**src/hw/rtl/lgps_pkg.sv**
```systemverilog
// Shared constants and types for the gait phase scheduler.
package lgps_pkg;

    localparam int MAX_SEGMENTS        = 16;
    localparam int LEG_COUNT           = 4;
    localparam int PHASE_FRACTION_BITS = 16;

    localparam int LEGS      = 4;
    localparam int LANES     = 2 * LEGS;
    localparam int TICK_W    = 32;
    localparam int TPS_W     = 8;
    localparam int CNT_W     = 5;
    localparam int OFF_W     = 4;
    localparam int DUR_W     = 5;
    localparam int SEG_W     = $clog2(MAX_SEGMENTS);
    localparam int WIN_W     = $clog2(MAX_SEGMENTS * 255 + 1);
    localparam int REM_W     = WIN_W + 1;
    localparam int PH_W      = PHASE_FRACTION_BITS + 1;
    localparam int PH_STEPS  = PHASE_FRACTION_BITS + 1;
    localparam int CONTACT_W = LEGS * MAX_SEGMENTS;
    localparam int ADDR_W    = 4;
    localparam int DATA_W    = 32;

    localparam logic [1:0] REG_SEGMENT_COUNT     = 2'd0;
    localparam logic [1:0] REG_TICKS_PER_SEGMENT = 2'd1;
    localparam logic [1:0] REG_LEG_OFFSETS       = 2'd2;
    localparam logic [1:0] REG_LEG_DURATIONS     = 2'd3;

    localparam logic [CNT_W-1:0]          RST_SEGMENT_COUNT     = 5'd10;
    localparam logic [TPS_W-1:0]          RST_TICKS_PER_SEGMENT = 8'd30;
    localparam logic [LEGS*OFF_W-1:0]     RST_LEG_OFFSETS       = 16'd1360;
    localparam logic [LEGS*DUR_W-1:0]     RST_LEG_DURATIONS     = 20'd169125;

    localparam logic [PH_W-1:0] PHASE_ONE = PH_W'(1) << PHASE_FRACTION_BITS;

    typedef struct packed {
        logic [WIN_W-1:0]                  period;
        logic [TPS_W-1:0]                  tps;
        logic [CNT_W-1:0]                  nseg;
        logic [LANES-1:0][WIN_W-1:0]       start;
        logic [LANES-1:0][WIN_W-1:0]       len;
        logic [LEGS-1:0][SEG_W-1:0]        off;
        logic [LEGS-1:0][CNT_W-1:0]        dur;
    } lgps_cfg_t;

    typedef struct packed {
        logic [TICK_W-1:0] num;
        logic [TPS_W-1:0]  rem;
        logic [SEG_W-1:0]  seg;
    } div_word_t;

    typedef struct packed {
        logic [LANES-1:0][REM_W-1:0] rem;
        logic [LANES-1:0][PH_W-1:0]  q;
        logic [LANES-1:0]            zero;
        logic [SEG_W-1:0]            seg;
        logic [CONTACT_W-1:0]        contact;
    } ph_word_t;

endpackage

```
**src/hw/rtl/lgps_phase_cell.sv**
```systemverilog
// One fraction bit of the sub-phase division, all windows side by side.
module lgps_phase_cell import lgps_pkg::*;
(
    input  logic                        clk,
    input  logic                        rst_n,
    input  logic [LANES-1:0][WIN_W-1:0] len,
    input  logic                        in_valid,
    output logic                        in_ready,
    input  ph_word_t                    in_word,
    output logic                        out_valid,
    input  logic                        out_ready,
    output ph_word_t                    out_word
);

    logic     valid_reg;
    ph_word_t word_reg;
    ph_word_t word_next;

    always_comb
    begin
        logic [REM_W-1:0] r;
        logic             ge;
        word_next = in_word;
        for (int k = 0; k < LANES; k++)
        begin
            r  = in_word.rem[k];
            ge = r >= REM_W'(len[k]);
            if (ge)
                r = r - REM_W'(len[k]);
            word_next.rem[k] = {r[REM_W-2:0], 1'b0};
            word_next.q[k]   = {in_word.q[k][PH_W-2:0], ge};
        end
    end

    assign in_ready = !valid_reg || out_ready;

    always_ff @(posedge clk or negedge rst_n)
    begin
        if (!rst_n)
            valid_reg <= 1'b0;
        else if (in_ready)
            valid_reg <= in_valid;
    end

    always_ff @(posedge clk)
    begin
        if (in_ready && in_valid)
            word_reg <= word_next;
    end

    assign out_valid = valid_reg;
    assign out_word  = word_reg;

endmodule
```
**config.mk**
```make
export PLATFORM = sky130hd
export DESIGN_NAME = lgps_phase_cell
export DESIGN_NICKNAME = d
export VERILOG_FILES = /design/src/hw/rtl/lgps_pkg.sv /design/src/hw/rtl/lgps_phase_cell.sv
export SDC_FILE = /design/constraint.sdc
export NUM_CORES = 1
export LEC_CHECK = 0
export BUFFER_PORTS_ARGS = -buffer_cell sky130_fd_sc_hd__buf_2
export CORE_AREA = 2 2 282 284
export DETAILED_ROUTE_END_ITERATION = 12
export DIE_AREA = 0 0 284 286
export PLACE_DENSITY_LB_ADDON = 0.15
export SYNTH_ARGS = -nofsm -noshare
export SYNTH_HDL_FRONTEND = slang
export SYNTH_SLANG_ARGS = --single-unit
```
**constraint.sdc**
```tcl
create_clock -name clk -period 17.95 [get_ports clk]
set_input_delay 2.6925 -clock clk [delete_from_list [all_inputs] [get_ports clk]]
set_output_delay 2.6925 -clock clk [all_outputs]
set_load 0.02 [all_outputs]
```
======== Word level (Yosys, flattened, before mapping) ========
Index checks and enable logic that the tools add are counted.
storage, ports and cells
  flip-flop bits (word level) ............. 309
  input port bits ......................... 416
  output and inout bits ................... 318
  logic and storage cells ................. 47
operators by class
  $add $sub $neg .......................... 8
  magnitude comparators ................... 8
  multiplexer cells ....................... 8
  reductions and logical operators ........ 3
operator list
  kind                 count
  $ge A13 B12 Y1       8
  $mux W12             8
  $sub A12 B12 Y12     8
  $logic_and A1 B1 Y1  1
  $logic_not A1 Y1     1
  $logic_or A1 B1 Y1   1

======== Longest topological paths before layout ========
  word-level depth ........................ 3
  mapped depth ............................ 10
  gate-level depth less buffers ........... 10

======== Worst setup path before layout ========
No wires, ideal clock.
  path type ............................... input port to flip-flop
  start point ............................. in out_ready
  end point ............................... reg word_reg (netlist bit out_word[0]), enable pin
  library setup time ...................... 708 ps
  data arrival time ....................... 9970 ps
  data required time ...................... 17242 ps
  setup slack ............................. 7272 ps
  stages on the path ...................... 2
  path buffers ............................ 0
  cells stage by stage .................... nand2b_1 and2_1
between the ends
  longest elaborated chain between the ends .. 2
ends and longest elaborated chain
  item                  line                   text
  from (decl)           lgps_phase_cell.sv:11  input logic out_ready,
  $logic_or A1 B1 Y1    lgps_phase_cell.sv:35  assign in_ready = !valid_reg || out_ready;
  $logic_and A1 B1 Y1   lgps_phase_cell.sv:47  if (in_ready && in_valid)
  to (signal assigned)  lgps_phase_cell.sv:48  word_reg <= word_next;
  to (decl)             lgps_phase_cell.sv:16  ph_word_t word_reg;
No other way between the ends.
A chain may end at the register's enable or synchronous reset.

======== Final worst setup path ========
  start point ............................. in out_ready
  end point ............................... out in_ready
between the ends
  longest elaborated chain between the ends .. 1
ends and longest elaborated chain
  item                line                   text
  $logic_or A1 B1 Y1  lgps_phase_cell.sv:35
  to (decl)           lgps_phase_cell.sv:8   output logic in_ready,
No other way between the ends.

==> impl_results.md <==
* Fmax achieved at 0.171 GHz
* Initial antenna violation count at 10
* Crit path kind: input port to primary output
* Worst-Margin Slew at 909 ps
* Post-synthesis sequential area ratio at 0.615
* Peak VDD IR at 59.2 uV
* Setup WS post-layout at 12090 ps
* Crit share post-route at 0.326
* Delay-heaviest family, CP: buffers and inverters
* Crit-path max cell delay at 190 ps
* P&R area growth vs syn at 40.8%
* Die ar. at 81200 um2
* Initial core utilization at 0.192
* Final Skew at 11.4 ps
* WL per Instance at 17.5 um
* Post-CTS Hold Buffers at 0
* IO Count at 734
* TritonCTS clock tree: done
* Syn Inst Count at 1101
* TritonCTS Buffers at 40
* Power Density at 96.6 nW/um2
* Synth Cell Area at 15100 um2
* DP Worst Slack at 12050 ps
* Critical path required time at 15260 ps
* # clock sinks at 309
* Port buffer count at 717
* CTS root buf: clkbuf_16
* Max Cap Violations at 0
* Slowest cell on crit path: nand2b_1
* Final nets at 2380
* Max clock buf depth at 3
* Cell mode on critical path: buf_2
* Fillcell total at 8406
* DRT iter0 DRCs at 406
* Crit path arrival time at 3160 ps
* Final Critical Period at 5860 ps
* Aggregate global-route resource usage at 0.120
* Vias in the first global route at 12100
* Commonest non-fill, non-tap cell in the layout: buf_2
* Syn. warnings at 0
* Via density at 3.90
* TNS Setup at 0 ps
* Drt pass-1 iters at 5
* Grt total ovfl at 0
* Synth Register Bits at 309
* Final WL at 51400 um
* Status: finished, final reports clean
* Die height at 286 um
* Vias at 11500
* Worst-path clk slew at 50 ps
* Async SR Flop Fraction at 0.00324
* CP Buf/Inv Count at 2
* Fin. max-slew vios at 0
* First-pass GRT wire length at 74300 um
* CP max FO at 3
* Core footprint at 78400 um2
* Setup crit end kind: primary output
* Final Hold Viols at 0
* Residual DRC at 0
* Nature of the critical path startpoint: input port
* LEAKAGE at 9.45 nW
* Final setup fails at 0
* Post-DP HPWL at 41600 um
* Most frequent cells in the layout: 717 x buf_2, 308 x edfxtp_1, 129 x inv_1, 96 x ha_1, 67 x a21oi_1
* Main flop type after synthesis: edfxtp_1
* Slew HR at 0.394
* Synth unique cells at 51
* CTS H-tree depth at 2
* Clk_lat worst skew at 540 ps
* Die width at 284 um
* Layout cells sized above 1 at 0.462
* RePlAce Congestion at 0.848
* Post-CTS Setup Bufs at 0
* Worst path cell trace: buf_2 > nand2b_1 > buf_2
* Number of synthesized flops with an enable pin at 308
* Largest net degree at the start of global routing at 69
* Syn avg cell area at 13.7 um2
* Post-CTS Resized at 0
* Antenna Violating Nets Remaining at 0
* Rows at 103
* Min-Delay Path Class: register to register
* RSZ-0062 raised after global routing: no
==> metal layers <==
| metal | track usage | share of wire | vias to the layer above |
|---|---|---|---|
| li1 | - | - | 5606 |
| met1 | 0.134 | 0.39 | 5417 |
| met2 | 0.217 | 0.52 | 399 |
| met3 | 0.0353 | 0.068 | 62 |
| met4 | 0.0404 | 0.024 | 4 |
| met5 | 0 | 0.00053 | - |
==> worst register-to-register path, cell delays in order, from the launching register on <==
cell and delay (ps):
dfrtp_1 370, nand2b_1 150, and2_4 690, buf_4 850, buf_4 820
==> power breakdown <==
part	internal, mW	switching (mW)	total (mW)
sequential	0.866	0.0127	0.878
clock	0.447	0.315	0.762
combinational	0.171	0.238	0.409
total	1.48	0.566	2.05
==> synth_stat cells (all sizes together) (6+ instances only) <==
| cell type | number | area share |
|---|---|---|
| inv | 129 | 0.032 |
| o41a | 6 | 0.0045 |
| nor4 | 7 | 0.0029 |
| nand2b | 14 | 0.0058 |
| mux2 | 68 | 0.053 |
| nor2 | 44 | 0.011 |
| mux2i | 13 | 0.0086 |
| nand2 | 27 | 0.0067 |
| edfxtp | 308 | 0.61 |
| o311ai | 6 | 0.0035 |
| a21oi | 69 | 0.023 |
| nor2b | 17 | 0.0076 |
| ha | 96 | 0.080 |
| xor2 | 29 | 0.017 |
| buf | 14 | 0.0072 |
| o21ai | 40 | 0.013 |
| xnor2 | 33 | 0.019 |
| o31a | 9 | 0.0052 |
| nor3 | 9 | 0.0030 |
| a31oi | 6 | 0.0025 |
| and3 | 9 | 0.0037 |
| a2111oi | 7 | 0.0053 |
| a21o | 35 | 0.017 |
| and2 | 7 | 0.0029 |
| o21a | 17 | 0.0085 |
| or2 | 7 | 0.0029 |
| nand3 | 30 | 0.010 |
| fa | 8 | 0.011 |
==> logic make-up after synthesis <==
family	after synthesis	synth area share
other	1	0.000249
XOR/XNOR	62	0.0360
flip-flops	309	0.615
multiplexers	81	0.0612
AND/OR/NAND/NOR	181	0.0609
buffers and inverters	147	0.0403
adder cells (fa/ha/maj)	104	0.0903
AO/OA/AOI/OAI	216	0.0956
==> final timing paths <==
check                           slack [ps]           end  cells past startpoint  startpoint
min in group asynchronous             1910     out_valid                      1       rst_n
worst min-delay path                   630     out_valid                      2   out_valid
max in group asynchronous            15960     out_valid                      1       rst_n
worst max register to register       14580  out_word[27]                      4   out_valid
worst min register to register         630     out_valid                      2   out_valid
worst max-delay path                 12090      in_ready                      3   out_ready
==> flip-flops by register name, summed over array words and instances, names as in the netlist <==
name / cells
out_valid: 1
out_word: 308
==> area by class of cell <==
| class | instances | area (um2) | share of cell area |
|---|---|---|---|
| timing repair buffer | 728 | 3670 | 0.173 |
| antenna | 5 | 12.5 | 0.000590 |
| multi-input combinational | 652 | 5240 | 0.247 |
| clock buffer | 50 | 1060 | 0.0499 |
| tap | 1050 | 1310 | 0.0619 |
| inverter | 129 | 484 | 0.0228 |
| clock inverter | 19 | 160 | 0.00755 |
| sequential | 309 | 9270 | 0.437 |
==> metrics by stage <==
step                      instances  power, mW  hold WS, ps   util  area (um2)
after floorplan                1108       1.16          783      -       15100
after global placement         2868       1.31          611  0.255       20000
after detailed placement       2868       1.31          622  0.255       20000
after CTS                      2937       2.10          636  0.271       21200
after global routing           2942       2.16          702  0.271       21200
final                          2942       2.05          635  0.271       21200
(Power assumes the default switching activity.)
