$ cat config.mk
export PLATFORM = sky130hd
export DESIGN_NAME = lgps_cfg
export DESIGN_NICKNAME = d
export VERILOG_FILES = /design/src/hw/rtl/lgps_pkg.sv /design/src/hw/rtl/lgps_cfg.sv
export SDC_FILE = /design/constraint.sdc
export NUM_CORES = 2
export LEC_CHECK = 0
export BUFFER_PORTS_ARGS = -buffer_cell sky130_fd_sc_hd__buf_2
export CORE_ASPECT_RATIO = 0.75
export CORE_MARGIN = 4
export CORE_UTILIZATION = 66
export CTS_CLUSTER_SIZE = 16
export DETAILED_ROUTE_END_ITERATION = 16
export HOLD_SLACK_MARGIN = 0.05
export PLACE_DENSITY = 0.88
export SYNTH_ARGS = -nofsm -noshare
export SYNTH_HDL_FRONTEND = slang
export SYNTH_SLANG_ARGS = --single-unit
$ cat constraint.sdc
create_clock -name clk -period 20.7 [get_ports clk]
set_input_delay 1.035 -clock clk [delete_from_list [all_inputs] [get_ports clk]]
set_output_delay 1.035 -clock clk [all_outputs]
set_load 0.005 [all_outputs]
$ cat src/hw/rtl/lgps_pkg.sv
// Shared constants and types for the gait phase scheduler.
package lgps_pkg;

    localparam int MAX_SEGMENTS        = 16;
    localparam int LEG_COUNT           = 4;
    localparam int PHASE_FRACTION_BITS = 16;

    localparam int LEGS      = 4;
    localparam int LANES     = 2 * LEGS;
    localparam int TICK_W    = 32;
    localparam int TPS_W     = 8;
    localparam int CNT_W     = 5;
    localparam int OFF_W     = 4;
    localparam int DUR_W     = 5;
    localparam int SEG_W     = $clog2(MAX_SEGMENTS);
    localparam int WIN_W     = $clog2(MAX_SEGMENTS * 255 + 1);
    localparam int REM_W     = WIN_W + 1;
    localparam int PH_W      = PHASE_FRACTION_BITS + 1;
    localparam int PH_STEPS  = PHASE_FRACTION_BITS + 1;
    localparam int CONTACT_W = LEGS * MAX_SEGMENTS;
    localparam int ADDR_W    = 4;
    localparam int DATA_W    = 32;

    localparam logic [1:0] REG_SEGMENT_COUNT     = 2'd0;
    localparam logic [1:0] REG_TICKS_PER_SEGMENT = 2'd1;
    localparam logic [1:0] REG_LEG_OFFSETS       = 2'd2;
    localparam logic [1:0] REG_LEG_DURATIONS     = 2'd3;

    localparam logic [CNT_W-1:0]          RST_SEGMENT_COUNT     = 5'd10;
    localparam logic [TPS_W-1:0]          RST_TICKS_PER_SEGMENT = 8'd30;
    localparam logic [LEGS*OFF_W-1:0]     RST_LEG_OFFSETS       = 16'd1360;
    localparam logic [LEGS*DUR_W-1:0]     RST_LEG_DURATIONS     = 20'd169125;

    localparam logic [PH_W-1:0] PHASE_ONE = PH_W'(1) << PHASE_FRACTION_BITS;

    typedef struct packed {
        logic [WIN_W-1:0]                  period;
        logic [TPS_W-1:0]                  tps;
        logic [CNT_W-1:0]                  nseg;
        logic [LANES-1:0][WIN_W-1:0]       start;
        logic [LANES-1:0][WIN_W-1:0]       len;
        logic [LEGS-1:0][SEG_W-1:0]        off;
        logic [LEGS-1:0][CNT_W-1:0]        dur;
    } lgps_cfg_t;

    typedef struct packed {
        logic [TICK_W-1:0] num;
        logic [TPS_W-1:0]  rem;
        logic [SEG_W-1:0]  seg;
    } div_word_t;

    typedef struct packed {
        logic [LANES-1:0][REM_W-1:0] rem;
        logic [LANES-1:0][PH_W-1:0]  q;
        logic [LANES-1:0]            zero;
        logic [SEG_W-1:0]            seg;
        logic [CONTACT_W-1:0]        contact;
    } ph_word_t;

endpackage

$ cat src/hw/rtl/lgps_cfg.sv
// APB register file and derived window timing.
module lgps_cfg import lgps_pkg::*;
(
    input  logic              clk,
    input  logic              rst_n,
    input  logic              psel,
    input  logic              penable,
    input  logic              pwrite,
    input  logic [ADDR_W-1:0] paddr,
    input  logic [DATA_W-1:0] pwdata,
    output logic [DATA_W-1:0] prdata,
    output logic              pready,
    output logic [CNT_W-1:0]  nseg,
    output logic [TPS_W-1:0]  tps,
    output lgps_cfg_t         cfg
);

    logic [CNT_W-1:0]      seg_count_reg;
    logic [TPS_W-1:0]      tps_reg;
    logic [LEGS*OFF_W-1:0] offsets_reg;
    logic [LEGS*DUR_W-1:0] durations_reg;
    lgps_cfg_t             cfg_reg;
    lgps_cfg_t             cfg_next;
    logic                  wr;

    function automatic logic [SEG_W-1:0] mod_seg(input logic [OFF_W-1:0] v,
                                                 input logic [CNT_W-1:0] n);
        logic [CNT_W-1:0] rem;
        rem = '0;
        for (int i = OFF_W - 1; i >= 0; i--)
        begin
            rem = {rem[CNT_W-2:0], v[i]};
            if (rem >= n)
                rem = rem - n;
        end
        return rem[SEG_W-1:0];
    endfunction

    assign pready = 1'b1;
    assign wr     = psel && penable && pwrite;

    always_ff @(posedge clk or negedge rst_n)
    begin
        if (!rst_n)
        begin
            seg_count_reg <= RST_SEGMENT_COUNT;
            tps_reg       <= RST_TICKS_PER_SEGMENT;
            offsets_reg   <= RST_LEG_OFFSETS;
            durations_reg <= RST_LEG_DURATIONS;
        end
        else if (wr)
        begin
            unique case (paddr[3:2])
                REG_SEGMENT_COUNT:     seg_count_reg <= pwdata[CNT_W-1:0];
                REG_TICKS_PER_SEGMENT: tps_reg       <= pwdata[TPS_W-1:0];
                REG_LEG_OFFSETS:       offsets_reg   <= pwdata[LEGS*OFF_W-1:0];
                REG_LEG_DURATIONS:     durations_reg <= pwdata[LEGS*DUR_W-1:0];
                default:               seg_count_reg <= seg_count_reg;
            endcase
        end
    end

    always_comb
    begin
        unique case (paddr[3:2])
            REG_SEGMENT_COUNT:     prdata = DATA_W'(seg_count_reg);
            REG_TICKS_PER_SEGMENT: prdata = DATA_W'(tps_reg);
            REG_LEG_OFFSETS:       prdata = DATA_W'(offsets_reg);
            REG_LEG_DURATIONS:     prdata = DATA_W'(durations_reg);
            default:               prdata = '0;
        endcase
    end

    always_comb
    begin
        if (seg_count_reg == '0)
            nseg = CNT_W'(1);
        else if (seg_count_reg > CNT_W'(MAX_SEGMENTS))
            nseg = CNT_W'(MAX_SEGMENTS);
        else
            nseg = seg_count_reg;
        tps = (tps_reg == '0) ? TPS_W'(1) : tps_reg;
    end

    always_comb
    begin
        logic [SEG_W-1:0]       o;
        logic [CNT_W-1:0]       d;
        logic [CNT_W:0]         so;
        logic [CNT_W+TPS_W-1:0] prod;
        cfg_next      = '0;
        cfg_next.nseg = nseg;
        cfg_next.tps  = tps;
        prod          = nseg * tps;
        cfg_next.period = prod[WIN_W-1:0];
        for (int l = 0; l < LEGS; l++)
        begin
            o = mod_seg(offsets_reg[l*OFF_W +: OFF_W], nseg);
            d = durations_reg[l*DUR_W +: DUR_W];
            if (d > nseg)
                d = nseg;
            so = (CNT_W+1)'(o) + (CNT_W+1)'(d);
            if (so >= (CNT_W+1)'(nseg))
                so = so - (CNT_W+1)'(nseg);
            cfg_next.off[l] = o;
            cfg_next.dur[l] = d;
            prod = (CNT_W+TPS_W)'(o) * (CNT_W+TPS_W)'(tps);
            cfg_next.start[l] = prod[WIN_W-1:0];
            prod = (CNT_W+TPS_W)'(so) * (CNT_W+TPS_W)'(tps);
            cfg_next.start[LEGS+l] = prod[WIN_W-1:0];
            prod = (CNT_W+TPS_W)'(d) * (CNT_W+TPS_W)'(tps);
            cfg_next.len[l] = prod[WIN_W-1:0];
            prod = (CNT_W+TPS_W)'(nseg - d) * (CNT_W+TPS_W)'(tps);
            cfg_next.len[LEGS+l] = prod[WIN_W-1:0];
        end
    end

    always_ff @(posedge clk)
    begin
        cfg_reg <= cfg_next;
    end

    assign cfg = cfg_reg;

endmodule

Word level (Yosys, flattened, before mapping)
Index checks and enable logic that the tools add are counted.
Widths: inputs -> output; s select.
{"block": "totals", "regBits": 302, "inputBits": 41}
{"block": "classes", "n_addsub": 28, "reduce_logical": 9, "n_eq_ne": 3, "n_lt_le_gt_ge": 25, "multipliers": 17, "muxes": 28}
{"op": "$pmux 32 s4", "count": 1}
{"op": "$mux 4", "count": 16}
{"op": "$ge 5x5->1", "count": 12}
{"op": "$mul 5x8->12", "count": 5}
{"op": "$mul 4x8->12", "count": 4}
{"op": "$mul 6x8->12", "count": 4}
{"op": "$mul 6x9->12", "count": 4}
{"op": "$sub 4x4->4", "count": 12}
{"op": "$mux 5", "count": 6}
{"op": "$add 4x5->6", "count": 4}
{"op": "$ge 6x5->1", "count": 4}
{"op": "$mux 6", "count": 4}
{"op": "$sub 5x5->6", "count": 4}
{"op": "$sub 6x5->6", "count": 4}
{"op": "$ge 1x5->1", "count": 4}
{"op": "$gt 5x5->1", "count": 4}
{"op": "$sub 1x4->4", "count": 4}
{"op": "$logic_not 8->1", "count": 1}
{"op": "$mux 8", "count": 1}
{"op": "$reduce_and 2->1", "count": 4}
{"op": "$gt 5x5->1 const B", "count": 1}
{"op": "$logic_not 5->1", "count": 1}
{"op": "$eq 2x2->1 const B", "count": 2}
{"op": "$eq 2x1->1 const B", "count": 1}
{"op": "other kinds (2)", "count": 3}

Longest topological paths before layout
{"block": "depth", "ltp_word": 15, "mapped_depth": 56}

Worst setup path before layout
Ideal clock, no wire load.
{"block": "synth_timing", "path_kind": "reg-to-reg", "from": "register seg_count_reg[4]", "to": "register cfg_reg (netlist bit cfg[191])", "setup_ps": 130, "setup_slack_ps": 7151, "arrival_ps": 13420, "synth_period_minus_slack_ps": 13549, "stages_incl_launch_ff": 49, "n_path_buf": 3, "cell_sequence": "dfrtp_1 buf_6 inv_2 nand2_1 clkinv_1 nor3_1 xnor2_1 nor2_1 ha_1 a21oi_1 mux2i_1 clkbuf_1 inv_1 ha_1 a21o_1 a21o_1 a21oi_1 mux2i_2 [... 13 more ...] a31oi_1 nand2_1 nor2_1 mux2_2 and2_1 fa_1 inv_1 fa_1 fa_1 inv_1 ha_1 a21oi_1 nor2_1 o21a_1 o21ai_0 a21oi_1 xnor2_1 xnor3_1"}
{"element": "start, declared", "line": "lgps_cfg.sv:18", "source": "logic [CNT_W-1:0] seg_count_reg;"}
{"element": "start signal, assigned", "line": "lgps_cfg.sv:54", "source": "REG_SEGMENT_COUNT: seg_count_reg <= pwdata[CNT_W-1:0];"}
{"element": "start signal, assigned", "line": "lgps_cfg.sv:58", "source": "default: seg_count_reg <= seg_count_reg;"}
{"element": "end signal, assigned", "line": "lgps_cfg.sv:120", "source": "cfg_reg <= cfg_next;"}
{"element": "end, declared", "line": "lgps_cfg.sv:22", "source": "lgps_cfg_t cfg_reg;"}

==> impl_summary.log <==
[metrics] status: completed
[metrics] starting DRC count in detailed routing: 1,884
[metrics] remaining max-slew budget at the tightest pin: 0.1198
[metrics] startpoint class of the critical path: flop
[metrics] routed via count divided by cell count: 5.929
[metrics] total core area: 49,220 um^2
[metrics] number of port buffers: 312
[metrics] all-layer global routing usage: 0.3329
[metrics] number of maximum-capacitance violations: 0
[metrics] count of state elements after synthesis: 302
[metrics] number of resized instances in the post-cts repair step: 0
[metrics] Final Wtd Congestion: roughly 0.9
[metrics] type of the worst setup path: reg2reg
[metrics] maximum number of pins on one net before global-route repair: 63
[metrics] share of synthesized registers carrying an async set or reset: 0.1623
[metrics] Post-Route M1 WL: 34.55 mm
[metrics] clock skew: around 0.034 ns
[metrics] biggest area consumer among synthesized cells: sky130_fd_sc_hd__fa_1
[metrics] kind of capture point of the worst setup path: flop
[metrics] Syn Std Cell Area: 33,120 um^2
[metrics] FMAX: 0.06913 GHz
[metrics] yosys warns: 0
[metrics] clock network latency to the later pin of the worst-skew pair: 0.62 ns
[metrics] die footprint: 53,870 um^2
[metrics] final wirelength: ~90 mm
[metrics] Final Slew Violations: 0
[metrics] number of routed nets with antenna violations: 0
[metrics] average wire per cell in the routed design: between 15 and 20 um
[metrics] deepest level of the CTS H-tree: 1
[metrics] sequential fraction of the synthesis area: 0.1906
[metrics] maximum fanout encountered on the critical timing path: 25
[metrics] count of pins on the block boundary: 340
[metrics] synthesized instance count: around 3,600
[metrics] tightest hold margin: 0.5176 ns
[metrics] actual transition at the worst max-transition pin: 1.284 ns
[metrics] final-layout setup total negative slack: 0 ns
[metrics] RSZ-0062 raised after global routing: false
[metrics] total number of nets in the final design: 4,693
[metrics] max FFs per register: 253
[metrics] post-detailed-route DRC marker count: 0
[metrics] internal reg-to-reg setup slack: 6.24 ns
[metrics] effective utilization at floorplan: 0.6729
[metrics] first-pass GRT wire length: 144.1 mm
[metrics] largest cells by area after synthesis: sky130_fd_sc_hd__fa_1 21%, sky130_fd_sc_hd__ha_1 18%, sky130_fd_sc_hd__dfxtp_1 15%
[metrics] Period Utilization, post-route: 0.6988
[metrics] number of enable-type register cells in the synthesized netlist: 0
[metrics] Hold Vio Cnt, Final: 0
[metrics] clock slew seen by the registers of the worst setup and hold paths: 0.07 ns
[metrics] met3 layer wire length in the routed design: 9.741 mm
[metrics] layout cell share with drive strength beyond 1: 0.1359
[metrics] antenna violations before repair: 5
[metrics] count of hold buffers inserted by post-cts repair: 0
[metrics] number of buffers created by CTS: 31
[metrics] footprint of the flip-flops and latches: 6317 um^2
[metrics] highest cell delay on the worst timing path: 0.62 ns
[metrics] count of different cell masters after synthesis: 79
[metrics] CTS tree: built
[metrics] DIE HEIGHT: ~200 um
[metrics] setup fix buffers added after clock tree synthesis: 0
[metrics] sink count of the clock tree: about 300
[metrics] layout-stage area growth over the synthesis result: 9.191%
[metrics] required time of the critical path: 21.19 ns
[metrics] clock tree buffer depth: 3
[metrics] most instantiated flip-flop cell in the synthesis netlist: sky130_fd_sc_hd__dfxtp_1
[metrics] master of the slowest instance on the critical path: sky130_fd_sc_hd__mux2i_2
[metrics] area of combinational cells with multiple inputs: 24,310 um^2
[metrics] arrival time reported for the critical path endpoint: 14.95 ns
[metrics] vias in the first global route: 27,845
[metrics] fraction of post-synthesis cell area in the top cell type by area: 0.2133
[metrics] mean area per synthesized cell: 9.224 um^2
[metrics] detailed placer's ending HPWL: 65.17 mm
[metrics] clock tree root driver cell: sky130_fd_sc_hd__clkbuf_16
[metrics] die extent in x: between 200 and 300 um
[metrics] final global-route overflow total: 0
[metrics] total via count in the routed design: 26,724
[metrics] top cells by count, synth: 493 x sky130_fd_sc_hd__inv_1, 468 x sky130_fd_sc_hd__ha_1, 353 x sky130_fd_sc_hd__fa_1
[metrics] final critical delay including setup and external delays: 14.46 ns
[metrics] drt pass-1 iters: 6
[metrics] Layout fillers: 3,454
[metrics] path type of the worst min-delay path: in2async
[metrics] highest layer used for signal routing: met4
[metrics] most frequently used cell type in the post-synthesis netlist: sky130_fd_sc_hd__inv_1
[metrics] Rows: 70
[metrics] met2 routed WL: 40.46 mm
[metrics] setup-violating endpoint count in the final report: 0
placed cells by master (no fill, tap or decap), types with 24 or more instances in the layout:
cell | Yosys | final
sky130_fd_sc_hd__o21ai_0 | 102 | 102
sky130_fd_sc_hd__and2_1 | 184 | 184
sky130_fd_sc_hd__nand2b_1 | 88 | 88
sky130_fd_sc_hd__nor3_1 | 36 | 36
sky130_fd_sc_hd__o21a_1 | 24 | 24
sky130_fd_sc_hd__nand2_1 | 273 | 272
sky130_fd_sc_hd__ha_1 | 468 | 468
sky130_fd_sc_hd__mux2i_1 | 31 | 31
sky130_fd_sc_hd__a21o_1 | 81 | 80
sky130_fd_sc_hd__nor2_1 | 238 | 237
sky130_fd_sc_hd__buf_4 | 26 | 35
sky130_fd_sc_hd__o21bai_1 | 28 | 28
sky130_fd_sc_hd__dfrtp_1 | 31 | 28
sky130_fd_sc_hd__buf_2 | 3 | 312
sky130_fd_sc_hd__inv_1 | 493 | 492
sky130_fd_sc_hd__xnor2_1 | 149 | 149
sky130_fd_sc_hd__dfxtp_1 | 253 | 253
sky130_fd_sc_hd__nand3_1 | 44 | 44
sky130_fd_sc_hd__nor2b_1 | 29 | 28
sky130_fd_sc_hd__mux2_2 | 61 | 61
sky130_fd_sc_hd__xor2_1 | 58 | 58
sky130_fd_sc_hd__a21oi_1 | 160 | 159
sky130_fd_sc_hd__clkbuf_16 | 0 | 31
sky130_fd_sc_hd__fa_1 | 353 | 353
sky130_fd_sc_hd__and3_1 | 31 | 31
layout make-up:
class | count | area share
Tap cell | 648 | 0.02242
Multi-Input combinational cell | 2649 | 0.6722
Inverter | 500 | 0.05189
Clock buffer | 41 | 0.02332
Antenna cell | 4 | 0.0002768
Timing Repair Buffer | 347 | 0.05044
Clock inverter | 16 | 0.004809
Sequential cell | 302 | 0.1747
critical path, delay by kind of cell, from the launching register on:
family                     cells  cell delay (ns)
DFF                            1             0.41
adders and majority gates     10             3.87
AOI/OAI and AO/OA             22             4.96
buffers and inverters          9             1.97
xor gates and xnor gates       3             0.71
muxes                          3             1.45
and+or+nand+nor                5             0.90
metrics by stage:
| stage | utilization | cells | cell area [um^2] | setup slack, ns |
|---|---|---|---|---|
| global placement | 0.7139 | 4446 | 35140 | 6.847 |
| detailed placement | 0.7139 | 4446 | 35140 | 6.632 |
| CTS | 0.7346 | 4503 | 36160 | 6.584 |
| floorplan | - | 3602 | 33160 | 7.151 |
| finish | 0.7348 | 4507 | 36170 | 6.235 |
| global route | 0.7348 | 4507 | 36170 | 5.466 |
per-layer routing:
| metal | up-vias | global-route usage |
|---|---|---|
| met5 | - | 0 |
| met4 | 0 | 0.1642 |
| met3 | 348 | 0.07521 |
| met2 | 1397 | 0.5370 |
| met1 | 12838 | 0.4249 |
| li1 | 12141 | - |
path summary, 6_finish.rpt:
path	start	endpoint	cells past startpoint
worst max-delay path	seg_count_reg[4]	cfg[191]	52
worst min-delay path	rst_n	durations_reg[11]	2
worst max register to register	seg_count_reg[4]	cfg[191]	52
worst min register to register	durations_reg[15]	durations_reg[15]	2
max in group asynchronous	rst_n	tps_reg[6]	2
min in group clk	durations_reg[15]	durations_reg[15]	2
cell families after synthesis:
kind of cell | after synthesis | share of synthesized area
buffers and inverters | 651 | 0.07729
xor gates and xnor gates | 214 | 0.05953
muxes | 101 | 0.03524
and+or+nand+nor | 985 | 0.1461
DFF | 302 | 0.1906
AOI/OAI and AO/OA | 515 | 0.1009
other | 2 | 0.0002267
adders and majority gates | 821 | 0.3901
Power is left out: the tool's default activity adds up to more than one toggle a clock period on the data nets, which glitch-free logic cannot reach.
