## src/hw/rtl/lgps_pkg.sv

```systemverilog
// Shared constants and types for the gait phase scheduler.
package lgps_pkg;

    localparam int MAX_SEGMENTS        = 16;
    localparam int LEG_COUNT           = 4;
    localparam int PHASE_FRACTION_BITS = 16;

    localparam int LEGS      = 4;
    localparam int LANES     = 2 * LEGS;
    localparam int TICK_W    = 32;
    localparam int TPS_W     = 8;
    localparam int CNT_W     = 5;
    localparam int OFF_W     = 4;
    localparam int DUR_W     = 5;
    localparam int SEG_W     = $clog2(MAX_SEGMENTS);
    localparam int WIN_W     = $clog2(MAX_SEGMENTS * 255 + 1);
    localparam int REM_W     = WIN_W + 1;
    localparam int PH_W      = PHASE_FRACTION_BITS + 1;
    localparam int PH_STEPS  = PHASE_FRACTION_BITS + 1;
    localparam int CONTACT_W = LEGS * MAX_SEGMENTS;
    localparam int ADDR_W    = 4;
    localparam int DATA_W    = 32;

    localparam logic [1:0] REG_SEGMENT_COUNT     = 2'd0;
    localparam logic [1:0] REG_TICKS_PER_SEGMENT = 2'd1;
    localparam logic [1:0] REG_LEG_OFFSETS       = 2'd2;
    localparam logic [1:0] REG_LEG_DURATIONS     = 2'd3;

    localparam logic [CNT_W-1:0]          RST_SEGMENT_COUNT     = 5'd10;
    localparam logic [TPS_W-1:0]          RST_TICKS_PER_SEGMENT = 8'd30;
    localparam logic [LEGS*OFF_W-1:0]     RST_LEG_OFFSETS       = 16'd1360;
    localparam logic [LEGS*DUR_W-1:0]     RST_LEG_DURATIONS     = 20'd169125;

    localparam logic [PH_W-1:0] PHASE_ONE = PH_W'(1) << PHASE_FRACTION_BITS;

    typedef struct packed {
        logic [WIN_W-1:0]                  period;
        logic [TPS_W-1:0]                  tps;
        logic [CNT_W-1:0]                  nseg;
        logic [LANES-1:0][WIN_W-1:0]       start;
        logic [LANES-1:0][WIN_W-1:0]       len;
        logic [LEGS-1:0][SEG_W-1:0]        off;
        logic [LEGS-1:0][CNT_W-1:0]        dur;
    } lgps_cfg_t;

    typedef struct packed {
        logic [TICK_W-1:0] num;
        logic [TPS_W-1:0]  rem;
        logic [SEG_W-1:0]  seg;
    } div_word_t;

    typedef struct packed {
        logic [LANES-1:0][REM_W-1:0] rem;
        logic [LANES-1:0][PH_W-1:0]  q;
        logic [LANES-1:0]            zero;
        logic [SEG_W-1:0]            seg;
        logic [CONTACT_W-1:0]        contact;
    } ph_word_t;

endpackage

```

## src/hw/rtl/lgps_div_cell.sv

```systemverilog
// One quotient bit of tick / ticks-per-segment, with quotient mod segment count.
module lgps_div_cell import lgps_pkg::*;
(
    input  logic             clk,
    input  logic             rst_n,
    input  logic [CNT_W-1:0] nseg,
    input  logic [TPS_W-1:0] tps,
    input  logic             in_valid,
    output logic             in_ready,
    input  div_word_t        in_word,
    output logic             out_valid,
    input  logic             out_ready,
    output div_word_t        out_word
);

    logic      valid_reg;
    div_word_t word_reg;
    div_word_t word_next;

    always_comb
    begin
        logic [TPS_W:0]   rem2;
        logic [CNT_W-1:0] m2;
        logic             ge;
        rem2 = {in_word.rem, in_word.num[TICK_W-1]};
        ge   = rem2 >= {1'b0, tps};
        if (ge)
            rem2 = rem2 - {1'b0, tps};
        m2 = {in_word.seg, ge};
        if (m2 >= nseg)
            m2 = m2 - nseg;
        word_next.num = {in_word.num[TICK_W-2:0], 1'b0};
        word_next.rem = rem2[TPS_W-1:0];
        word_next.seg = m2[SEG_W-1:0];
    end

    assign in_ready = !valid_reg || out_ready;

    always_ff @(posedge clk or negedge rst_n)
    begin
        if (!rst_n)
            valid_reg <= 1'b0;
        else if (in_ready)
            valid_reg <= in_valid;
    end

    always_ff @(posedge clk)
    begin
        if (in_ready && in_valid)
            word_reg <= word_next;
    end

    assign out_valid = valid_reg;
    assign out_word  = word_reg;

endmodule

```

## config.mk

```make
export PLATFORM = sky130hd
export DESIGN_NAME = lgps_div_cell
export DESIGN_NICKNAME = d
export VERILOG_FILES = /design/src/hw/rtl/lgps_pkg.sv /design/src/hw/rtl/lgps_div_cell.sv
export SDC_FILE = /design/constraint.sdc
export NUM_CORES = 1
export LEC_CHECK = 0
export BUFFER_PORTS_ARGS = -buffer_cell sky130_fd_sc_hd__buf_2
export CORE_ASPECT_RATIO = 1.25
export CORE_MARGIN = 5
export CORE_UTILIZATION = 48
export DETAILED_ROUTE_END_ITERATION = 10
export PLACE_DENSITY = 0.88
export SLEW_MARGIN = 20
export SYNTH_ARGS = -nofsm -noshare
export SYNTH_HDL_FRONTEND = slang
export SYNTH_SLANG_ARGS = --single-unit
```

## constraint.sdc

```tcl
create_clock -name clk -period 4 [get_ports clk]
set_input_delay 0.6 -clock clk [delete_from_list [all_inputs] [get_ports clk]]
set_output_delay 0.6 -clock clk [all_outputs]
set_load 0.02 [all_outputs]
```

After elaboration in Yosys (flattened, before gate mapping) --
Cells that the tools add are included. W data, S select, Z words.
Word-level totals: latch bits 0, input port bits 61, memories 0, output and inout port bits 46, RAM bits 0, logic and storage cells 13, bits in registers 44, bits in read-only memories 0
Operators by class: divide/modulo/power cells 0, add/sub/neg operators 2, multipliers 0, order comparisons 2, bitwise gates (word level) 0, muxes and demuxes 2, equality and inequality tests 0, shift operators 0, reduce and logical (&&, ||, !) cells 3
Operators by type and width (number):
- $ge A9 B8 Y1 | 1
- $mux W8 | 1
- $sub A8 B8 Y8 | 1
- $ge A5 B5 Y1 | 1
- $mux W4 | 1
- $sub A4 B4 Y4 | 1
- $logic_and A1 B1 Y1 | 1
- $logic_not A1 Y1 | 1
- $logic_or A1 B1 Y1 | 1

Depth between registers and ports, before layout --
Gate-level depths: netlist (run 1).
word-level depth 3, mapped depth 13, mapped depth without buffers 12

Least setup slack after synthesis (run 1) --
Ideal clock, no wire load.
path kind input port to flip-flop, from input port tps[6], to register word_reg (netlist bit out_word[2]) (data pin), path buffers 1, arrival 2.822 ns, slack 0.918 ns, stages on the path 11, setup time 0.260 ns, cell sequence inv_1 ha_1 a21o_1 a2111oi_2 o21a_1 buf_6 ha_1 inv_2 fa_1 xor2_1 mux2_2
RTL lines:
- from (decl) | line lgps_div_cell.sv:7 | input logic [TPS_W-1:0] tps,
- to (signal assigned) | line lgps_div_cell.sv:50 | word_reg <= word_next;
- to (decl) | line lgps_div_cell.sv:17 | div_word_t word_reg;

==> impl_metrics.prom, run 1 <==
# TYPE chip_impl_metric gauge
chip_impl_info{name="critPathLaunchType",value="input port"} 1
chip_impl_metric{name="synth-warning-count",unit=""} 0
chip_impl_metric{name="cts_max_level",unit=""} 2
chip_impl_metric{name="area_growth_syn_to_layout",unit="%"} 33.53
chip_impl_metric{name="fin_nets",unit=""} 325
chip_impl_info{name="critPathKind",value="in2reg"} 1
chip_impl_metric{name="post_route_cells_drive_above_1_share",unit="%"} 51.20
chip_impl_metric{name="worst_skew_pair.late_latency",unit="ns"} 0.28
chip_impl_metric{name="synth-edff-count",unit=""} 43
chip_impl_metric{name="final_report_setup_violation_count",unit=""} 0
chip_impl_metric{name="drt_iter0_drc",unit=""} 103
chip_impl_metric{name="syn_nets",unit=""} 214
chip_impl_metric{name="maximum_number_of_pins_on_one_net_before_global_route_repair",unit=""} 44
chip_impl_metric{name="cts_buf_count",unit=""} 5
chip_impl_info{name="worst_flop_to_flop_path_endpoint",value="out_word[20]$_DFFE_PP_"} 1
chip_impl_metric{name="num-fill-cells",unit=""} 311
chip_impl_metric{name="route.final.wire_length",unit="mm"} 4.610
chip_impl_info{name="timing.rr.start",value="out_valid$_DFFE_PN0N_"} 1
chip_impl_metric{name="die_y",unit="um"} 83.57
chip_impl_metric{name="seq_area_frac_synth",unit="%"} 63.34
chip_impl_metric{name="design.portCount",unit=""} 107
chip_impl_metric{name="clock_sinks",unit=""} 44
chip_impl_metric{name="critical_path_peak_fanout",unit=""} 6
chip_impl_metric{name="cts_resized",unit=""} 0
chip_impl_info{name="ys.flop_type",value="sky130_fd_sc_hd__edfxtp_1"} 1
chip_impl_metric{name="cts_setup_buffers",unit=""} 0
chip_impl_metric{name="clock_skew",unit="ns"} 0.005329
chip_impl_metric{name="post_syn_instances",unit=""} 138
chip_impl_info{name="root_buffer",value="sky130_fd_sc_hd__clkbuf_8"} 1
chip_impl_metric{name="final_hold_viol_count",unit=""} 0
chip_impl_metric{name="antenna_found_initial",unit=""} 0
chip_impl_metric{name="timing.fmax",unit="MHz"} 341.8
chip_impl_info{name="run_status",value="finished clean"} 1
chip_impl_metric{name="cell_internal_pwr",unit="uW"} 836.9
chip_impl_info{name="synth_top_cells_by_area",value="sky130_fd_sc_hd__edfxtp_1 (62%), sky130_fd_sc_hd__ha_1 (7.8%), sky130_fd_sc_hd__mux2_4 (4.3%), sky130_fd_sc_hd__inv_1 (2.5%), sky130_fd_sc_hd__fa_1 (1.9%)"} 1
chip_impl_metric{name="avgRoutedWirePerCell",unit="um"} 15.07
chip_impl_metric{name="fin_setup_tns",unit="ns"} 0
chip_impl_metric{name="io_buffers",unit=""} 105
chip_impl_metric{name="post_synth.cell_area_avg",unit="um^2"} 15.06
chip_impl_metric{name="std_cell_rows",unit=""} 26
chip_impl_metric{name="timing.final.crit_period",unit="ns"} 2.925
chip_impl_metric{name="hold_buffers",unit=""} 0
chip_impl_metric{name="cts.clk_slew.worst_paths",unit="ns"} 0.07
chip_impl_metric{name="ff2ff_path_depth",unit=""} 2
chip_impl_metric{name="power_density",unit="mW/mm^2"} 400.7
chip_impl_info{name="yosys.cell_count.top_type",value="sky130_fd_sc_hd__edfxtp_1"} 1
chip_impl_metric{name="worst_slack",unit="ns"} 1.075
chip_impl_metric{name="globalplace.congestion",unit=""} 0.8760
chip_impl_info{name="setup_repair_after_global_routing_missed_its_margin",value="false"} 1
chip_impl_info{name="yosys.area.top_type",value="sky130_fd_sc_hd__edfxtp_1"} 1
chip_impl_metric{name="clockBufferDepth",unit=""} 2
chip_impl_metric{name="grt_util_all_layers",unit="%"} 16.50
chip_impl_metric{name="regArea",unit="mm^2"} 0.001316
chip_impl_metric{name="antenna-diode-count",unit=""} 0
chip_impl_metric{name="detail-route-antenna-nets",unit=""} 0
chip_impl_metric{name="place.detailed.instances",unit=""} 298
chip_impl_metric{name="number_of_global_route_vias_before_repair",unit=""} 1530
chip_impl_metric{name="detail_route.vias_per_cell",unit=""} 4.846
chip_impl_metric{name="floorplan.initialDensity",unit="%"} 50.30
chip_impl_metric{name="p_seq_share",unit="%"} 49.9
chip_impl_metric{name="max-vdd-ir-drop",unit="mV"} 0.2168
chip_impl_info{name="post_synth_most_frequent_cells",value="sky130_fd_sc_hd__edfxtp_1 (43), sky130_fd_sc_hd__inv_1 (14), sky130_fd_sc_hd__ha_1 (13)"} 1
chip_impl_metric{name="crit_required",unit="ns"} 4.03
chip_impl_metric{name="power_switching_share",unit="%"} 24.74
chip_impl_metric{name="fraction_of_power_consumed_by_the_clock_network",unit="%"} 29.0
chip_impl_metric{name="final_min_period_over_clock_period",unit="%"} 73.14
chip_impl_metric{name="finalCoreUtilization",unit="%"} 67.17
chip_impl_metric{name="grt_pass1_wl",unit="mm"} 7.100
chip_impl_metric{name="synthDistinctLibCells",unit=""} 37
chip_impl_metric{name="core-area",unit="mm^2"} 0.004131
chip_impl_metric{name="design.die.area",unit="mm^2"} 0.005754
chip_impl_metric{name="finalNonFillerCells",unit=""} 306
chip_impl_metric{name="post_synthesis_cell_area",unit="mm^2"} 0.002078
chip_impl_info{name="tritoncts",value="built"} 1
chip_impl_metric{name="router_iterations_before_antenna_repair",unit=""} 4
chip_impl_info{name="critical_path.endpoint_type",value="register"} 1
chip_impl_metric{name="grt-ovfl-total",unit=""} 0
chip_impl_metric{name="power.leakage",unit="uW"} 0.001277
chip_impl_metric{name="dp.final_hpwl",unit="mm"} 3.875
chip_impl_metric{name="postSynth.asyncResetShare",unit="%"} 2.273
chip_impl_metric{name="maxSlewViolCount",unit=""} 0
chip_impl_metric{name="p_sw",unit="uW"} 275.1
chip_impl_metric{name="critical_path_arrival",unit="ns"} 2.96
chip_impl_metric{name="multiInputGateArea",unit="um^2"} 688.2
chip_impl_metric{name="slew_headroom",unit="%"} 36.30
chip_impl_info{name="worst_hold_path_type",value="in2async"} 1
chip_impl_metric{name="worst-r2r-setup-slack",unit="ns"} 2.33
chip_impl_metric{name="drc",unit=""} 0
chip_impl_metric{name="place_ws",unit="ns"} 0.7788
chip_impl_metric{name="combinationalPowerShare",unit="%"} 21.1
chip_impl_metric{name="timing_worst_slew_pin_value",unit="ns"} 0.9556
chip_impl_metric{name="via_count",unit=""} 1483
chip_impl_metric{name="top_area_cell_type_share_of_the_netlist_area",unit="%"} 62.13
chip_impl_metric{name="synth-seq-cells",unit=""} 44
chip_impl_metric{name="max_cap_viol_count",unit=""} 0
chip_impl_metric{name="die_x_extent",unit="um"} 68.86
worst max-delay path, stage by stage:
cell and delay, ns:
sky130_fd_sc_hd__buf_2 0.08, sky130_fd_sc_hd__inv_1 0.03, sky130_fd_sc_hd__ha_1 0.36, sky130_fd_sc_hd__a21o_1 0.27, sky130_fd_sc_hd__a2111oi_2 0.36, sky130_fd_sc_hd__o21a_1 0.20, sky130_fd_sc_hd__ha_1 0.14, sky130_fd_sc_hd__o21ai_0 0.07
sky130_fd_sc_hd__o2bb2ai_1 0.13, sky130_fd_sc_hd__o21ai_1 0.34, sky130_fd_sc_hd__mux2_2 0.39
cells by family after synthesis:
group           Yosys count  share of synthesized area, %
flops                    44                         63.34
simple gates             24                         6.202
compound gates           20                         7.405
buf+inv                  17                         3.612
fa+ha+maj                15                         9.753
mux                      12                         7.405
xor+xnor                  5                         2.107
other cells               1                        0.1804
routing by layer:
| layer | up-vias | track usage, % | routed length [um] |
|---|---|---|---|
| met4 | 0 | 5.496 | 53 |
| met2 | 85 | 29.69 | 2331 |
| met1 | 666 | 16.19 | 1513 |
| met5 | - | 0 | 0 |
| li1 | 728 | - | - |
| met3 | 4 | 7.008 | 711 |
final cells by class:
cell class                 count  share of cell area (%)
clock buffer                   5                   2.480
clock inverter                 3                   1.533
inverter                      15                   2.029
multi-input combinational     77                   24.80
sequential                    44                   47.43
tap                           56                   2.525
timing repair buffer         106                   19.21
power by group through the flow:
stage / Sequential, uW / Combinational [uW] / Clock, uW
floorplan: 606 / 114 / 0
global placement: 564 / 229 / 0
detailed placement: 565 / 237 / 0
CTS: 555 / 238 / 331
global route: 557 / 259 / 355
finish: 554 / 235 / 323
flip-flops by register name (all words and copies together), names as in the netlist:
register,flops
out_word,43
out_valid,1
through the flow:
stage / power [uW] / hold slack, ns / area (um^2)
2_1_floorplan: 720.2 / 0.3044 / 2078
3_3_place_gp: 793.6 / 0.3744 / 2664
3_5_place_dp: 802.0 / 0.3796 / 2664
4_1_cts: 1123 / 0.07155 / 2775
5_1_grt: 1171 / 0.05905 / 2775
6_report: 1112 / 0.08217 / 2775
cells in the final DEF, fill, tap and decap left out, types with 3 or more instances in the layout:
master	instances
sky130_fd_sc_hd__ha_1	13
sky130_fd_sc_hd__mux2_4	6
sky130_fd_sc_hd__mux2i_1	3
sky130_fd_sc_hd__xnor2_1	4
sky130_fd_sc_hd__o21a_1	3
sky130_fd_sc_hd__mux2_2	3
sky130_fd_sc_hd__a21o_1	3
sky130_fd_sc_hd__nor2_1	5
sky130_fd_sc_hd__edfxtp_1	43
sky130_fd_sc_hd__nand2_1	3
sky130_fd_sc_hd__a21oi_1	4
sky130_fd_sc_hd__clkbuf_8	5
sky130_fd_sc_hd__inv_1	14
sky130_fd_sc_hd__nand2b_1	4
sky130_fd_sc_hd__buf_2	105
sky130_fd_sc_hd__nor3_1	4
how the worst max path moves through the flow:
stage	startpoint	endpoint	slack [ns]	cells past startpoint
after floorplan	tps[6]	out_word[2]$_DFFE_PP_	0.92	11
after global placement	in_word[8]	out_word[2]$_DFFE_PP_	0.85	11
after detailed placement	tps[6]	out_word[2]$_DFFE_PP_	0.78	11
after CTS	tps[6]	out_word[2]$_DFFE_PP_	1.07	11
after global routing	tps[6]	out_word[2]$_DFFE_PP_	0.86	11
final	tps[6]	out_word[2]$_DFFE_PP_	1.07	11
(Power assumes the default switching activity.)
==> run 2, diff against run 1 <==
- CORE_UTILIZATION: 48 -> 45
- PLACE_DENSITY: 0.88 -> 0.83
- clock period: 4 -> 2.75 ns (I/O delays scaled with it)
==> run 2 against run 1 <==
Critical path depth up 1. Sequential share of layout area down 4.0 points. Critical path type unchanged. Global-route usage down 0.62 points. Utilization up 0.76 points. Die area up 5.8%. Critical endpoint unchanged. Largest power group unchanged. Via count up 3.9%.
==> impl_metrics.prom, run 2 (synthesis results as in run 1) <==
# TYPE chip_impl_metric gauge
chip_impl_metric{name="ff2ff_path_depth",unit=""} 3
chip_impl_metric{name="antenna-diode-count",unit=""} 0
chip_impl_metric{name="final_min_period_over_clock_period",unit="%"} 91.36
chip_impl_metric{name="avgRoutedWirePerCell",unit="um"} 14.28
chip_impl_metric{name="io_buffers",unit=""} 105
chip_impl_metric{name="p_sw",unit="uW"} 400.1
chip_impl_metric{name="p_seq_share",unit="%"} 48.5
chip_impl_metric{name="timing.fmax",unit="MHz"} 398.0
chip_impl_metric{name="fin_setup_tns",unit="ns"} 0
chip_impl_metric{name="grt_pass1_wl",unit="mm"} 7.493
chip_impl_metric{name="design.portCount",unit=""} 107
chip_impl_metric{name="critical_path_peak_fanout",unit=""} 3
chip_impl_metric{name="maximum_number_of_pins_on_one_net_before_global_route_repair",unit=""} 44
chip_impl_metric{name="cell_internal_pwr",unit="uW"} 1262
chip_impl_metric{name="fraction_of_power_consumed_by_the_clock_network",unit="%"} 27.6
chip_impl_metric{name="power.leakage",unit="uW"} 0.001380
chip_impl_metric{name="detail-route-antenna-nets",unit=""} 0
chip_impl_metric{name="grt-ovfl-total",unit=""} 0
chip_impl_metric{name="worst-r2r-setup-slack",unit="ns"} 1.53
chip_impl_info{name="run_status",value="finished clean"} 1
chip_impl_metric{name="globalplace.congestion",unit=""} 0.8353
chip_impl_metric{name="power_switching_share",unit="%"} 24.08
chip_impl_metric{name="std_cell_rows",unit=""} 27
chip_impl_metric{name="post_route_cells_drive_above_1_share",unit="%"} 57.46
chip_impl_metric{name="combinationalPowerShare",unit="%"} 23.9
chip_impl_info{name="critPathKind",value="in2reg"} 1
chip_impl_info{name="root_buffer",value="sky130_fd_sc_hd__clkbuf_8"} 1
chip_impl_info{name="setup_repair_after_global_routing_missed_its_margin",value="false"} 1
chip_impl_metric{name="antenna_found_initial",unit=""} 0
chip_impl_metric{name="number_of_global_route_vias_before_repair",unit=""} 1590
chip_impl_metric{name="largest_register_ffs",unit=""} 43
chip_impl_metric{name="max_cap_viol_count",unit=""} 0
chip_impl_metric{name="critical_path_arrival",unit="ns"} 2.54
chip_impl_metric{name="maxSlewViolCount",unit=""} 0
chip_impl_metric{name="worst_skew_pair.late_latency",unit="ns"} 0.28
chip_impl_metric{name="cts_buf_count",unit=""} 5
chip_impl_metric{name="die_y",unit="um"} 85.98
chip_impl_metric{name="die_x_extent",unit="um"} 70.79
chip_impl_metric{name="router_iterations_before_antenna_repair",unit=""} 4
chip_impl_metric{name="drc",unit=""} 0
chip_impl_metric{name="place_ws",unit="ns"} -0.07097
chip_impl_info{name="critical_path.endpoint_type",value="register"} 1
chip_impl_info{name="worst_flop_to_flop_path_endpoint",value="out_word[8]$_DFFE_PP_"} 1
chip_impl_info{name="tritoncts",value="built"} 1
chip_impl_metric{name="fin_nets",unit=""} 343
chip_impl_metric{name="timing.final.crit_period",unit="ns"} 2.513
chip_impl_metric{name="dp.final_hpwl",unit="mm"} 3.931
chip_impl_info{name="timing.rr.start",value="out_valid$_DFFE_PN0N_"} 1
chip_impl_metric{name="crit_required",unit="ns"} 2.78
chip_impl_metric{name="num-fill-cells",unit=""} 345
chip_impl_metric{name="final_report_setup_violation_count",unit=""} 0
chip_impl_metric{name="grt_util_all_layers",unit="%"} 15.89
chip_impl_metric{name="clockBufferDepth",unit=""} 2
chip_impl_metric{name="power_density",unit="mW/mm^2"} 548.5
chip_impl_info{name="worst_setup_path_end",value="out_word[2]$_DFFE_PP_"} 1
chip_impl_metric{name="cts.clk_slew.worst_paths",unit="ns"} 0.08
chip_impl_metric{name="drt_iter0_drc",unit=""} 72
chip_impl_info{name="critPathLaunchType",value="input port"} 1
chip_impl_metric{name="cts_resized",unit=""} 0
chip_impl_info{name="commonest_cells_after_routing_fill_and_taps_aside",value="sky130_fd_sc_hd__buf_2 (105), sky130_fd_sc_hd__edfxtp_1 (43), sky130_fd_sc_hd__buf_4 (17), sky130_fd_sc_hd__inv_1 (14), sky130_fd_sc_hd__mux2_4 (9)"} 1
chip_impl_metric{name="floorplan.initialDensity",unit="%"} 46.60
chip_impl_metric{name="via_count",unit=""} 1541
chip_impl_metric{name="clock_skew",unit="ns"} 0.005240
chip_impl_info{name="final_common_cell",value="sky130_fd_sc_hd__buf_2"} 1
chip_impl_metric{name="area_growth_syn_to_layout",unit="%"} 45.76
chip_impl_metric{name="core-area",unit="mm^2"} 0.004459
chip_impl_info{name="hold_path.startpoint",value="in_word[40]"} 1
chip_impl_metric{name="max-vdd-ir-drop",unit="mV"} 0.2185
chip_impl_metric{name="route.final.wire_length",unit="mm"} 4.655
chip_impl_metric{name="final_hold_viol_count",unit=""} 0
chip_impl_metric{name="cts_max_level",unit=""} 2
chip_impl_metric{name="clock_sinks",unit=""} 44
chip_impl_metric{name="worst_slack",unit="ns"} 0.2375
chip_impl_metric{name="detail_route.vias_per_cell",unit=""} 4.727
chip_impl_metric{name="design.die.area",unit="mm^2"} 0.006086
chip_impl_info{name="worst_hold_path_type",value="in2reg"} 1
chip_impl_info{name="worstSetupStartpoint",value="tps[6]"} 1
==> run 2: cell count changes in the layout (fill, tap and decap cells not counted), moves of 3 or more <==
cell | previous run | this run
sky130_fd_sc_hd__buf_4 | 1 | 17
sky130_fd_sc_hd__mux2_2 | 3 | 0
sky130_fd_sc_hd__mux2_4 | 6 | 9
sky130_fd_sc_hd__ha_4 | 0 | 7
sky130_fd_sc_hd__ha_1 | 13 | 6
==> run 2: layer usage <==
layer / wire length, um / GRT usage (%) / up-vias
met2: 2247 / 27.59 / 86
li1: - / - / 764
met1: 1861 / 18.55 / 689
met5: 0 / 0 / -
met3: 506 / 5.041 / 2
met4: 40 / 5.128 / 0
==> run 2: per-stage QoR <==
step	std cells	area [um^2]	power, uW	hold slack (ns)	utilization (%)
2_1_floorplan	138	2183	1071	0.1169	-
3_3_place_gp	317	2912	1210	0.1886	65.29
3_5_place_dp	317	2912	1221	0.1878	65.29
4_1_cts	326	3029	1684	0.2876	67.93
5_1_grt	326	3029	1750	0.2817	67.93
6_report	326	3029	1662	0.3004	67.93
==> run 2: worst min path at each step <==
stage | end | slack, ns | cells past startpoint
final | out_word[41]$_DFFE_PP_ | 0.30 | 1
after global routing | out_word[23]$_DFFE_PP_ | 0.28 | 1
after CTS | out_word[41]$_DFFE_PP_ | 0.29 | 1
after detailed placement | out_valid$_DFFE_PN0N_ | 0.19 | 1
after global placement | out_valid$_DFFE_PN0N_ | 0.19 | 1
after floorplan | out_valid$_DFFE_PN0N_ | 0.12 | 0
==> run 2: critical path, cell delays in order <==
cell and delay [ns]:
sky130_fd_sc_hd__buf_2 0.10, sky130_fd_sc_hd__inv_1 0.09, sky130_fd_sc_hd__ha_4 0.22, sky130_fd_sc_hd__nand3_1 0.10, sky130_fd_sc_hd__nor3_1 0.07, sky130_fd_sc_hd__a2111oi_2 0.32, sky130_fd_sc_hd__o21a_1 0.24, sky130_fd_sc_hd__ha_4 0.14
sky130_fd_sc_hd__inv_2 0.04, sky130_fd_sc_hd__fa_1 0.38, sky130_fd_sc_hd__xor2_1 0.17, sky130_fd_sc_hd__mux2_4 0.25
==> run 2: power by group through the flow <==
stage / registers, uW / clock network, uW / logic [uW]
after detailed placement: 821 / 0 / 400
after global routing: 810 / 503 / 437
final: 805 / 458 / 398
after global placement: 820 / 0 / 390
after floorplan: 881 / 0 / 190
after CTS: 806 / 476 / 402
==> run 2: timing repair <==
item | CTS | global route
hold buffers | 1 | 0
hold endpoints to repair | 1 | 0
setup buffers | 0 | 0
==> run 2: layout make-up <==
| type | count | area [um^2] | share of cell area, % |
|---|---|---|---|
| clock buffers | 6 | 72.57 | 2.396 |
| clock inverters | 2 | 35.03 | 1.157 |
| inverters | 15 | 56.30 | 1.859 |
| multi-input cells | 77 | 793.3 | 26.19 |
| flip-flops and latches | 44 | 1316 | 43.45 |
| well taps | 58 | 72.57 | 2.396 |
| repair buffers | 124 | 683.2 | 22.55 |
==> run 3, diff against run 2 <==
- GPL_TIMING_DRIVEN: default -> 0
- RECOVER_POWER: default -> 100
==> run 3 against run 2 <==
Clock skew shrank 0.00087 ns. Flip-flop and latch count did not move. Routed wire length is 3.6% higher. Via count is 1.0% higher. Utilization is 3.2 points lower. Largest cell class unchanged.
==> impl_metrics.prom, run 3 (synthesis results as in run 1) <==
# TYPE chip_impl_metric gauge
chip_impl_metric{name="max_cap_viol_count",unit=""} 0
chip_impl_metric{name="maximum_number_of_pins_on_one_net_before_global_route_repair",unit=""} 29
chip_impl_metric{name="place_ws",unit="ns"} -0.2948
chip_impl_metric{name="globalplace.congestion",unit=""} 0.7818
chip_impl_metric{name="critical_path_arrival",unit="ns"} 2.66
chip_impl_metric{name="router_iterations_before_antenna_repair",unit=""} 6
chip_impl_metric{name="ff2ff_path_depth",unit=""} 3
chip_impl_metric{name="drt_iter0_drc",unit=""} 31
chip_impl_metric{name="power_switching_share",unit="%"} 24.86
chip_impl_info{name="final_common_cell",value="sky130_fd_sc_hd__buf_2"} 1
chip_impl_metric{name="finalNonFillerCells",unit=""} 317
chip_impl_info{name="critical_path.endpoint_type",value="register"} 1
chip_impl_metric{name="drc",unit=""} 0
chip_impl_metric{name="place.detailed.instances",unit=""} 302
chip_impl_metric{name="io_buffers",unit=""} 105
chip_impl_metric{name="timing_worst_slew_pin_value",unit="ns"} 1.030
chip_impl_metric{name="core-area",unit="mm^2"} 0.004459
chip_impl_info{name="run_status",value="finished clean"} 1
chip_impl_metric{name="timing.final.crit_period",unit="ns"} 2.623
chip_impl_metric{name="p_seq_share",unit="%"} 49.3
chip_impl_metric{name="route.final.wire_length",unit="mm"} 4.823
chip_impl_metric{name="design.die.area",unit="mm^2"} 0.006086
chip_impl_metric{name="clock_skew",unit="ns"} 0.004368
chip_impl_metric{name="die_y",unit="um"} 85.98
chip_impl_metric{name="fin_setup_tns",unit="ns"} 0
chip_impl_metric{name="num-fill-cells",unit=""} 375
chip_impl_metric{name="final_report_setup_violation_count",unit=""} 0
chip_impl_info{name="critPathKind",value="in2reg"} 1
chip_impl_metric{name="final_hold_viol_count",unit=""} 0
chip_impl_metric{name="design.portCount",unit=""} 107
chip_impl_metric{name="area_growth_syn_to_layout",unit="%"} 38.89
chip_impl_metric{name="fraction_of_power_consumed_by_the_clock_network",unit="%"} 28.4
chip_impl_metric{name="power_density",unit="mW/mm^2"} 567.7
chip_impl_info{name="worst_flop_to_flop_path_endpoint",value="out_word[15]$_DFFE_PP_"} 1
chip_impl_metric{name="post_route_cells_drive_above_1_share",unit="%"} 35.91
chip_impl_info{name="hold-path-endpoint",value="out_word[40]$_DFFE_PP_"} 1
chip_impl_metric{name="cts_buf_count",unit=""} 5
chip_impl_metric{name="maxSlewViolCount",unit=""} 0
chip_impl_metric{name="slew_headroom",unit="%"} 31.29
chip_impl_metric{name="clockBufferDepth",unit=""} 2
chip_impl_info{name="tritoncts",value="built"} 1
chip_impl_metric{name="floorplan.initialDensity",unit="%"} 46.60
chip_impl_metric{name="crit_required",unit="ns"} 2.79
chip_impl_metric{name="final_min_period_over_clock_period",unit="%"} 95.37
chip_impl_metric{name="worst_slack",unit="ns"} 0.1273
chip_impl_metric{name="post-layout-total-power",unit="uW"} 1639
chip_impl_metric{name="max-vdd-ir-drop",unit="mV"} 0.2239
chip_impl_metric{name="number_of_global_route_vias_before_repair",unit=""} 1610
chip_impl_metric{name="combinationalPowerShare",unit="%"} 22.3
chip_impl_metric{name="worst_skew_pair.late_latency",unit="ns"} 0.28
chip_impl_metric{name="critical_path_peak_fanout",unit=""} 6
chip_impl_metric{name="p_sw",unit="uW"} 407.3
chip_impl_metric{name="grt_util_all_layers",unit="%"} 15.80
chip_impl_metric{name="timing.fmax",unit="MHz"} 381.3
chip_impl_info{name="root_buffer",value="sky130_fd_sc_hd__clkbuf_8"} 1
chip_impl_metric{name="dp.final_hpwl",unit="mm"} 3.916
chip_impl_metric{name="die_x_extent",unit="um"} 70.79
chip_impl_info{name="timing.rr.start",value="out_valid$_DFFE_PN0N_"} 1
chip_impl_metric{name="cts.clk_slew.worst_paths",unit="ns"} 0.08
chip_impl_metric{name="detail-route-antenna-nets",unit=""} 0
chip_impl_metric{name="antenna_found_initial",unit=""} 0
chip_impl_metric{name="worstHoldPathCells",unit=""} 1
chip_impl_metric{name="detail_route.vias_per_cell",unit=""} 4.912
chip_impl_metric{name="cts_max_level",unit=""} 2
chip_impl_metric{name="antenna-diode-count",unit=""} 0
chip_impl_metric{name="power.leakage",unit="uW"} 0.001187
chip_impl_metric{name="grt_pass1_wl",unit="mm"} 7.486
chip_impl_metric{name="final.hold.worst_slack",unit="ns"} 0.3005
chip_impl_metric{name="avgRoutedWirePerCell",unit="um"} 15.21
chip_impl_metric{name="std_cell_rows",unit=""} 27
chip_impl_info{name="hold_path.startpoint",value="in_word[39]"} 1
chip_impl_metric{name="via_count",unit=""} 1557
chip_impl_info{name="critPathLaunchType",value="input port"} 1
chip_impl_info{name="worst_hold_path_type",value="in2reg"} 1
chip_impl_metric{name="fin_nets",unit=""} 334
chip_impl_info{name="commonest_cells_after_routing_fill_and_taps_aside",value="sky130_fd_sc_hd__buf_2 (57), sky130_fd_sc_hd__clkbuf_1 (50), sky130_fd_sc_hd__edfxtp_1 (43), sky130_fd_sc_hd__inv_1 (14), sky130_fd_sc_hd__ha_4 (8)"} 1
chip_impl_metric{name="clock_sinks",unit=""} 44
chip_impl_metric{name="grt-ovfl-total",unit=""} 0
chip_impl_metric{name="cell_internal_pwr",unit="uW"} 1231
chip_impl_metric{name="largest_register_ffs",unit=""} 43
chip_impl_metric{name="worst-r2r-setup-slack",unit="ns"} 0.39
==> run 3: routing by layer <==
layer  wire length, um  up-vias  global-route usage, %
met3               583        9                  5.744
met2              2323       96                  28.02
met5                 0        -                      0
met1              1831      708                  17.22
li1                  -      744                      -
met4                85        0                  5.641
==> run 3: critical path: stages <==
cell                        delay [ns]
sky130_fd_sc_hd__buf_2            0.09
sky130_fd_sc_hd__inv_1            0.09
sky130_fd_sc_hd__ha_4             0.23
sky130_fd_sc_hd__a21o_1           0.20
sky130_fd_sc_hd__a2111oi_0        0.37
sky130_fd_sc_hd__o21a_1           0.19
sky130_fd_sc_hd__buf_6            0.11
sky130_fd_sc_hd__ha_4             0.12
sky130_fd_sc_hd__inv_2            0.04
sky130_fd_sc_hd__fa_1             0.37
sky130_fd_sc_hd__xor2_1           0.17
sky130_fd_sc_hd__mux2_4           0.25
==> run 3: timing repair <==
item	in CTS	in global routing
hold endpoints to repair	1	0
buffers inserted	0	6
setup endpoints to repair	0	3
hold buffers	1	0
gates resized for setup	0	3
==> run 3: per-stage QoR <==
stage	utilization [%]	instance area [um^2]
after floorplan	-	2183
after global placement	62.37	2781
after detailed placement	63.02	2810
after CTS	65.66	2928
after global routing	64.73	2887
final	64.73	2887
==> run 3: how the worst max path moves through the flow <==
stage               slack, ns                     to    from  cells past startpoint
global route           -0.002  out_word[3]$_DFFE_PP_  tps[1]                     13
detailed placement      -0.29  out_word[3]$_DFFE_PP_  tps[1]                     13
global placement        -0.27  out_word[1]$_DFFE_PP_  tps[1]                     13
floorplan                0.02  out_word[1]$_DFFE_PP_  tps[4]                     12
finish                   0.13  out_word[2]$_DFFE_PP_  tps[6]                     12
CTS                      0.02  out_word[3]$_DFFE_PP_  tps[1]                     13
==> run 3: power groups by stage <==
stage / clock, uW / combinational [uW] / sequential [uW]
floorplan: 0 / 190 / 881
global placement: 0 / 361 / 822
detailed placement: 0 / 381 / 821
CTS: 480 / 383 / 806
global route: 507 / 402 / 813
finish: 465 / 366 / 808
==> run 3: area by class of cell <==
| class | instances | area (um^2) | area share (%) |
|---|---|---|---|
| clock buffers | 6 | 72.57 | 2.514 |
| well taps | 58 | 72.57 | 2.514 |
| repair buffers | 113 | 521.8 | 18.08 |
| multi-input cells | 77 | 793.3 | 27.48 |
| plain buffers | 2 | 18.77 | 0.6502 |
| inverters | 15 | 56.30 | 1.951 |
| flip-flops and latches | 44 | 1316 | 45.60 |
| clock inverters | 2 | 35.03 | 1.214 |
